### src/rtl/lcsm_pkg.sv
// Shared types and constants for the LCD controller serial master.
// Used by the front end, the job queue, the slot sequencer and the checker.
`default_nettype none
package lcsm_pkg;

  localparam int BITS_W     = 17;
  localparam int NB_W       = 5;
  localparam int RD_W       = 3;
  localparam int FIFO_DEPTH = 4;
  localparam int FIFO_AW    = 2;

  localparam logic [RD_W-1:0] RD_CNT   = 3'd4;
  localparam logic [2:0]      ID_CMD   = 3'b100;
  localparam logic [2:0]      ID_WRITE = 3'b101;

  typedef enum logic [1:0] {
    SLOT_ASSERT  = 2'd0,
    SLOT_WRITE   = 2'd1,
    SLOT_READ    = 2'd2,
    SLOT_RELEASE = 2'd3
  } slot_t;

  typedef enum logic [2:0] {
    ACT_CMD     = 3'd0,
    ACT_NIBBLE  = 3'd1,
    ACT_BURST   = 3'd2,
    ACT_RMW_GO  = 3'd3,
    ACT_RMW_FIN = 3'd4
  } act_t;

  // One queued job: optional select assert, a run of write bits (bit 0 goes
  // out first), a number of read strobes and an optional select release.
  typedef struct packed {
    logic              asrt;
    logic [BITS_W-1:0] bits;
    logic [NB_W-1:0]   nbits;
    logic [RD_W-1:0]   nrd;
    logic              rel;
  } job_t;

endpackage
`default_nettype wire

### src/rtl/lcsm_front.sv
// Front end: accepts requests, tracks frame and RMW state and turns each
// request but a stray RMW finish or bad action into a job. Uses lcsm_pkg.
`default_nettype none
module lcsm_front (
  input  wire logic          clk,
  input  wire logic          rst_n,
  input  wire logic          acc,
  input  wire logic [2:0]    action,
  input  wire logic [5:0]    address,
  input  wire logic [7:0]    data,
  input  wire logic [3:0]    mask,
  input  wire logic          set_bits,
  input  wire logic          first,
  input  wire logic          last,
  output lcsm_pkg::job_t     job,
  output logic               push
);
  import lcsm_pkg::*;

  logic       rmw_wait_r, rmw_wait_nxt;
  logic [3:0] mask_r, mask_nxt;
  logic       set_r, set_nxt;
  logic       frame_r, frame_nxt;
  logic [8:0] hdr;
  logic [11:0] cmd;
  logic [3:0] rmw_val;
  logic       emit;

  always_comb begin
    for (int i = 0; i < 3; i++) begin
      hdr[i] = ID_WRITE[2-i];
      cmd[i] = ID_CMD[2-i];
    end
    for (int i = 0; i < 6; i++) begin
      hdr[3+i] = address[5-i];
    end
    for (int i = 0; i < 8; i++) begin
      cmd[3+i] = data[7-i];
    end
    cmd[11] = 1'b0;
  end

  assign rmw_val = set_r ? (data[3:0] | mask_r) : (data[3:0] & ~mask_r);

  always_comb begin
    rmw_wait_nxt = rmw_wait_r;
    mask_nxt     = mask_r;
    set_nxt      = set_r;
    frame_nxt    = frame_r;
    emit         = 1'b1;
    job          = '0;
    unique case (action)
      ACT_CMD: begin
        rmw_wait_nxt = 1'b0;
        frame_nxt    = 1'b0;
        job.asrt     = 1'b1;
        job.bits     = {5'b0, cmd};
        job.nbits    = 5'd12;
        job.rel      = 1'b1;
      end
      ACT_NIBBLE: begin
        rmw_wait_nxt = 1'b0;
        frame_nxt    = 1'b0;
        job.asrt     = 1'b1;
        job.bits     = {4'b0, data[3:0], hdr};
        job.nbits    = 5'd13;
        job.rel      = 1'b1;
      end
      ACT_BURST: begin
        rmw_wait_nxt = 1'b0;
        frame_nxt    = ~last;
        job.rel      = last;
        if (first || !frame_r) begin
          job.asrt  = 1'b1;
          job.bits  = {data, hdr};
          job.nbits = 5'd17;
        end else begin
          job.bits  = {9'b0, data};
          job.nbits = 5'd8;
        end
      end
      ACT_RMW_GO: begin
        frame_nxt    = 1'b0;
        rmw_wait_nxt = 1'b1;
        mask_nxt     = mask;
        set_nxt      = set_bits;
        job.asrt     = 1'b1;
        job.bits     = {8'b0, hdr};
        job.nbits    = 5'd9;
        job.nrd      = RD_CNT;
      end
      ACT_RMW_FIN: begin
        emit         = rmw_wait_r;
        rmw_wait_nxt = 1'b0;
        job.bits     = {13'b0, rmw_val};
        job.nbits    = 5'd4;
        job.rel      = 1'b1;
      end
      default: begin
        emit = 1'b0;
      end
    endcase
  end

  assign push = acc && emit;

  always_ff @(posedge clk) begin
    if (!rst_n) begin
      rmw_wait_r <= 1'b0;
      mask_r     <= '0;
      set_r      <= 1'b0;
      frame_r    <= 1'b0;
    end else if (acc) begin
      rmw_wait_r <= rmw_wait_nxt;
      mask_r     <= mask_nxt;
      set_r      <= set_nxt;
      frame_r    <= frame_nxt;
    end
  end

endmodule
`default_nettype wire

### src/rtl/lcsm_fifo.sv
// Short job queue between the front end and the slot sequencer.
// Depends on lcsm_pkg for the job type and depth.
`default_nettype none
module lcsm_fifo (
  input  wire logic           clk,
  input  wire logic           rst_n,
  input  wire logic           wr_en,
  input  lcsm_pkg::job_t      wr_data,
  output logic                full,
  input  wire logic           rd_en,
  output lcsm_pkg::job_t      rd_data,
  output logic                empty
);
  import lcsm_pkg::*;

  job_t               mem [FIFO_DEPTH];
  logic [FIFO_AW-1:0] wp_r, rp_r;
  logic [FIFO_AW:0]   cnt_r;

  assign full    = (cnt_r == (FIFO_AW+1)'(FIFO_DEPTH));
  assign empty   = (cnt_r == '0);
  assign rd_data = mem[rp_r];

  always_ff @(posedge clk) begin
    if (wr_en) begin
      mem[wp_r] <= wr_data;
    end
  end

  always_ff @(posedge clk) begin
    if (!rst_n) begin
      wp_r  <= '0;
      rp_r  <= '0;
      cnt_r <= '0;
    end else begin
      if (wr_en) begin
        wp_r <= wp_r + 1'b1;
      end
      if (rd_en) begin
        rp_r <= rp_r + 1'b1;
      end
      if (wr_en && !rd_en) begin
        cnt_r <= cnt_r + 1'b1;
      end else if (rd_en && !wr_en) begin
        cnt_r <= cnt_r - 1'b1;
      end
    end
  end

endmodule
`default_nettype wire

### src/rtl/lcsm_back.sv
// Slot sequencer: plays queued jobs out as one pin slot per cycle, unless
// the output stalls, into an output register. Depends on lcsm_pkg.
`default_nettype none
module lcsm_back (
  input  wire logic           clk,
  input  wire logic           rst_n,
  input  lcsm_pkg::job_t      head,
  input  wire logic           empty,
  output logic                pop,
  output logic                out_vld,
  input  wire logic           out_rdy,
  output logic [1:0]          out_kind,
  output logic                out_bit,
  output logic                out_last
);
  import lcsm_pkg::*;

  job_t  work_r, cur, rem;
  logic  busy_r;
  logic  vld_r;
  slot_t kind_r, kind;
  logic  bit_r, sbit, last_r, done, fire;

  assign cur  = busy_r ? work_r : head;
  assign fire = (busy_r || !empty) && (!vld_r || out_rdy);
  assign pop  = fire && !busy_r;

  always_comb begin
    rem  = cur;
    sbit = 1'b0;
    if (cur.asrt) begin
      kind     = SLOT_ASSERT;
      rem.asrt = 1'b0;
    end else if (cur.nbits != '0) begin
      kind      = SLOT_WRITE;
      sbit      = cur.bits[0];
      rem.bits  = cur.bits >> 1;
      rem.nbits = cur.nbits - 1'b1;
    end else if (cur.nrd != '0) begin
      kind    = SLOT_READ;
      rem.nrd = cur.nrd - 1'b1;
    end else begin
      kind    = SLOT_RELEASE;
      rem.rel = 1'b0;
    end
    done = !rem.asrt && (rem.nbits == '0) && (rem.nrd == '0) && !rem.rel;
  end

  always_ff @(posedge clk) begin
    if (fire) begin
      work_r <= rem;
      kind_r <= kind;
      bit_r  <= sbit;
      last_r <= done;
    end
  end

  always_ff @(posedge clk) begin
    if (!rst_n) begin
      busy_r <= 1'b0;
      vld_r  <= 1'b0;
    end else begin
      if (fire) begin
        busy_r <= !done;
        vld_r  <= 1'b1;
      end else if (out_rdy) begin
        vld_r  <= 1'b0;
      end
    end
  end

  assign out_vld  = vld_r;
  assign out_kind = kind_r;
  assign out_bit  = bit_r;
  assign out_last = last_r;

endmodule
`default_nettype wire

### src/rtl/lcd_controller_serial_master_core.sv
// Top level of the LCD controller serial master: front end, job queue and
// slot sequencer. Depends on lcsm_pkg, lcsm_front, lcsm_fifo and lcsm_back.
//
//   Channel | Direction | Carries
//   in_*    | slave     | one request per transaction
//   out_*   | master    | one pin slot per transaction
//
// The sequencer issues one slot per cycle while the output is not stalled,
// and a request has 5 to 19 slots. The sequencer turns from one job to the next
// without a gap. A four-entry job queue lets requests be accepted while the
// sequencer and a stalled output are busy. Reset empties the queue and clears
// the frame and read-modify-write state. Output stalls hold the slot register.
`default_nettype none
module lcd_controller_serial_master_core (
  input  wire logic        clk,
  input  wire logic        rst_n,
  input  wire logic        in_tvalid,
  output logic             in_tready,
  input  wire logic [23:0] in_tdata,  // address[5:0], data[13:6], mask[17:14], set_bits[18]
  input  wire logic [3:0]  in_tuser,  // action[2:0], first[3]
  input  wire logic        in_tlast,
  output logic             out_tvalid,
  input  wire logic        out_tready,
  output logic [7:0]       out_tdata, // data_bit[0]
  output logic [1:0]       out_tuser, // slot_kind[1:0]
  output logic             out_tlast
);
  import lcsm_pkg::*;

  job_t job, head;
  logic push, full, empty, pop, acc, dbit;

  assign in_tready = !full;
  assign acc       = in_tvalid && in_tready;

  lcsm_front u_front (
    .clk      (clk),
    .rst_n    (rst_n),
    .acc      (acc),
    .action   (in_tuser[2:0]),
    .address  (in_tdata[5:0]),
    .data     (in_tdata[13:6]),
    .mask     (in_tdata[17:14]),
    .set_bits (in_tdata[18]),
    .first    (in_tuser[3]),
    .last     (in_tlast),
    .job      (job),
    .push     (push)
  );

  lcsm_fifo u_fifo (
    .clk     (clk),
    .rst_n   (rst_n),
    .wr_en   (push),
    .wr_data (job),
    .full    (full),
    .rd_en   (pop),
    .rd_data (head),
    .empty   (empty)
  );

  lcsm_back u_back (
    .clk      (clk),
    .rst_n    (rst_n),
    .head     (head),
    .empty    (empty),
    .pop      (pop),
    .out_vld  (out_tvalid),
    .out_rdy  (out_tready),
    .out_kind (out_tuser),
    .out_bit  (dbit),
    .out_last (out_tlast)
  );

  assign out_tdata = {7'b0, dbit};

endmodule
`default_nettype wire

### config.mk
export PLATFORM = sky130hd
export DESIGN_NAME = lcd_controller_serial_master_core
export DESIGN_NICKNAME = d
export VERILOG_FILES = /design/src/rtl/lcsm_pkg.sv /design/src/rtl/lcsm_front.sv /design/src/rtl/lcsm_fifo.sv /design/src/rtl/lcsm_back.sv /design/src/rtl/lcd_controller_serial_master_core.sv
export SDC_FILE = /design/constraint.sdc
export NUM_CORES = 1
export LEC_CHECK = 0
export ABC_AREA = 1
export BUFFER_PORTS_ARGS = -buffer_cell sky130_fd_sc_hd__buf_2
export CELL_PAD_IN_SITES_DETAIL_PLACEMENT = 1
export CELL_PAD_IN_SITES_GLOBAL_PLACEMENT = 1
export CORE_ASPECT_RATIO = 1.5
export CORE_MARGIN = 4
export CORE_UTILIZATION = 54
export CTS_BUF_LIST = sky130_fd_sc_hd__clkbuf_4
export DETAILED_ROUTE_END_ITERATION = 7
export MAX_ROUTING_LAYER = met4
export PLACE_DENSITY_LB_ADDON = 0.1
export RECOVER_POWER = 25
export SYNTH_ARGS = -nofsm -noshare
export SYNTH_HDL_FRONTEND = slang
export SYNTH_HIERARCHICAL = 1
export SYNTH_SLANG_ARGS = --single-unit
### constraint.sdc
create_clock -name clk -period 6.25 [get_ports clk]
set_input_delay 0.3125 -clock clk [delete_from_list [all_inputs] [get_ports clk]]
set_output_delay 0.3125 -clock clk [all_outputs]
set_load 0.03 [all_outputs]
==> metrics.cfg <==
[outcome]
status = complete, no violations

[setup_path]
crit_start = u_back/busy_r
crit_family = buffers and inverters
timing.reg2reg.setup_slack_ns = 2.91
endpoint_kind = register
cp-endpoint = u_fifo/cnt_r[1]
crit_slowest_cell = inv_1
cp.buffers_inverters = 7
crit_chain = buf_4 -> inv_1 -> nand2_1 -> nand2_1 -> inv_1 -> buf_4 -> nand2_1 -> inv_1 -> inv_1 -> ha_1 -> inv_1 -> fa_1 -> o21ai_0 -> nor2_1
cp.required_ns = 6.68
path_depth = 14
crit_arrival_ns = 3.76
crit_type = register to register
rr_worst_depth = 14
rr_startpoint = u_back/busy_r
r2r_end = u_fifo/cnt_r[1]
crit_top_cell = inv_1
critPathMaxFanout = 32
startpoint_type = register
critical-path-max-stage-delay_ns = 0.48

[global_route]
grtUsageTotal = 0.246
antenna_found_initial = 1
grt_pass1_wl_um = 27900
grt_max_degree = 56
grt_pass1_vias = 5556
gr-total-overflow = 0

[drt]
met2_length_um = 9100
num_vias = 5073
met3WireLength_um = 507
detail_route.vias_per_cell = 5.53
drt-pass1-iter-count = 4
wl_met1_um = 6990
drt_wl_total_um = 17000
drtAntennaViolNets = 0
wl_per_cell_um = 18.5
drc = 0
highest_layer = met4
drtIter0Drc = 304

[synth]
syn_inst = 707
syn_area_per_cell_um2 = 10.2
synth_edf_count = 138
netlist-cell-type-count = 34
synth_area_leaders = edfxtp_1, nand2_1, dfxtp_1
synthTopCellsByCount = nand2_1, edfxtp_1, nor2_1, inv_1, o21ai_0
yosysTopAreaCellShare = 0.574
yosysWarnings = 6
async_flop_share = 0
synth_top_area_cell = edfxtp_1
synth.most_common_cell = nand2_1
synth-seq-cells = 156
ys_seq_area_frac = 0.624
syn_area_mm2 = 0.00722
synth-main-ff-cell = edfxtp_1

[timing]
max_slew_margin = 0.432
hold_viol_final = 0
max_freq_mhz = 300
finalClockSkew_ns = 0.0264
drv_slew = 0
tns_ns = 0
rsz0062_at_grt = false
fin_crit_ns = 3.34
min_period_over_period = 0.534
hold_slack_ns = 0.0669
setup_ws_ns = 2.91
tightest_slew_ns = 0.852
setup_violations = 0

[power]
power_density_mw_per_mm2 = 446
vdd_drop_max_v = 0.000232
total_power_mw = 3.41
p_leak_nw = 3.11

[cells_and_area]
fill_cells = 1496
multi_input_area_mm2 = 0.00212
final_nets = 787
area_growth_syn_to_layout_pct = 5.75
register_area_mm2 = 0.00450
drive_above_1_share = 0.125

[die]
die_y_um = 150
start_util = 0.555
dieArea_mm2 = 0.0153
ios = 46
std_cell_rows = 51
die_w_um = 102
coreArea_mm2 = 0.0130

[placement]
gp_congestion = 0.845
port_buffers = 33
dp_hpwl_um = 11700
dp_slack_ns = 2.95

[clock_network]
cts_root_buffer = clkbuf_4
cts.sinks = 156
cts.clk_slew.worst_paths_ns = 0.14
post_cts_resized = 0
worstSkewPairLatency_ns = 0.52
ctsLongestPathBuffers = 2
cts_tree = done
cts_htree_levels = 4
numCtsBuffers = 17
cts_setup_buffers = 0

[hold_path]
hp-class = input port to register

[job]
drv_cap = 0

## power by group
| part | internal (mW) | switching (mW) | total (mW) | leakage [nW] |
|---|---|---|---|---|
| Combinational | 0.398 | 1.03 | 1.43 | 1.57 |
| Sequential | 1.39 | 0.0547 | 1.44 | 1.44 |
| Clock | 0.161 | 0.372 | 0.533 | 0.110 |
## sequential cells by signal, indices dropped and copies added (netlist names), 2 cells and up, named ones only
| name | count |
|---|---|
| u_back/out_kind | 2 |
| u_back/work_r | 26 |
| u_fifo/cnt_r | 3 |
| u_fifo/mem | 108 |
| u_fifo/wp_r | 2 |
| u_front/mask_r | 4 |
| u_fifo/rp_r | 2 |
## routing by layer
layer / vias to the layer above / global-route usage
met5: - / -
met4: 0 / 0.0821
met3: 31 / 0.0424
met2: 101 / 0.420
met1: 2516 / 0.292
li1: 2425 / -
## worst min-delay path by stage
stage	from	to	slack (ns)	cells past startpoint
3_3_place_gp	u_fifo/rp_r[1]	register	0.42	1
3_5_place_dp	u_fifo/rp_r[1]	register	0.46	1
2_1_floorplan	u_fifo/rp_r[1]	register	0.41	1
5_1_grt	out_tready	u_back/out_vld	0.03	4
6_report	out_tready	u_back/out_vld	0.07	4
4_1_cts	in_tdata[16]	u_front/mask_r[2]	0.0009	3
## logic make-up (layout without fill, tap and decap cells)
logic type,Yosys count,in the layout,share of synthesized area
buffers and inverters,114,156,0.0832
multiplexers,2,2,0.00277
AO/OA/AOI/OAI,128,128,0.0939
other,2,11,0.00104
AND/OR/NAND/NOR,294,294,0.176
flip-flops,156,156,0.624
XOR/XNOR,1,1,0.00121
adder cells (fa/ha/maj),10,10,0.0184
## area by class of cell
| type | count | area share |
|---|---|---|
| Timing Repair Buffer | 46 | 0.0351 |
| Clock inverter | 15 | 0.0147 |
| Inverter | 78 | 0.0401 |
| Multi-Input combinational cell | 445 | 0.277 |
| Antenna cell | 1 | 0.000328 |
| Tap cell | 159 | 0.0260 |
| Clock buffer | 17 | 0.0167 |
| Sequential cell | 156 | 0.590 |
## tightest hold or removal path: cells and delay by family
| kind | cells | cell delay (ns) |
|---|---|---|
| AO/OA/AOI/OAI | 1 | 0.06 |
| buffers and inverters | 2 | 0.11 |
| AND/OR/NAND/NOR | 1 | 0.07 |
## metrics by stage
step                utilization  cells  cell area, µm²
floorplan                     -    715            7250
global placement          0.567    879            7380
detailed placement        0.567    879            7380
CTS                       0.589    915            7660
global route              0.587    917            7640
finish                    0.587    917            7640
## cells in the final DEF (no fill, tap or decap), types with 4 or more instances in the layout
| master | Yosys | routed |
|---|---|---|
| o21ai_1 | 25 | 24 |
| nand2_4 | 5 | 4 |
| nor2_1 | 90 | 93 |
| nand2_1 | 153 | 156 |
| nand3_1 | 15 | 16 |
| clkbuf_4 | 1 | 17 |
| buf_4 | 12 | 8 |
| nand4_1 | 4 | 4 |
| nand2_2 | 11 | 9 |
| edfxtp_1 | 138 | 138 |
| buf_2 | 9 | 27 |
| dlygate4sd3_1 | 0 | 5 |
| o21ai_0 | 67 | 68 |
| conb_1 | 2 | 10 |
| a21oi_1 | 8 | 8 |
| inv_6 | 0 | 6 |
| clkinvlp_4 | 0 | 7 |
| ha_1 | 9 | 9 |
| o22ai_1 | 27 | 27 |
| clkbuf_1 | 0 | 6 |
| inv_1 | 71 | 72 |
| dfxtp_1 | 18 | 18 |
## timing repair
item                                   CTS  global route
setup endpoints to repair                0             0
endpoints found under the hold margin    4             1
hold buffers                             4             1
Power figures use the tool's default switching activity.
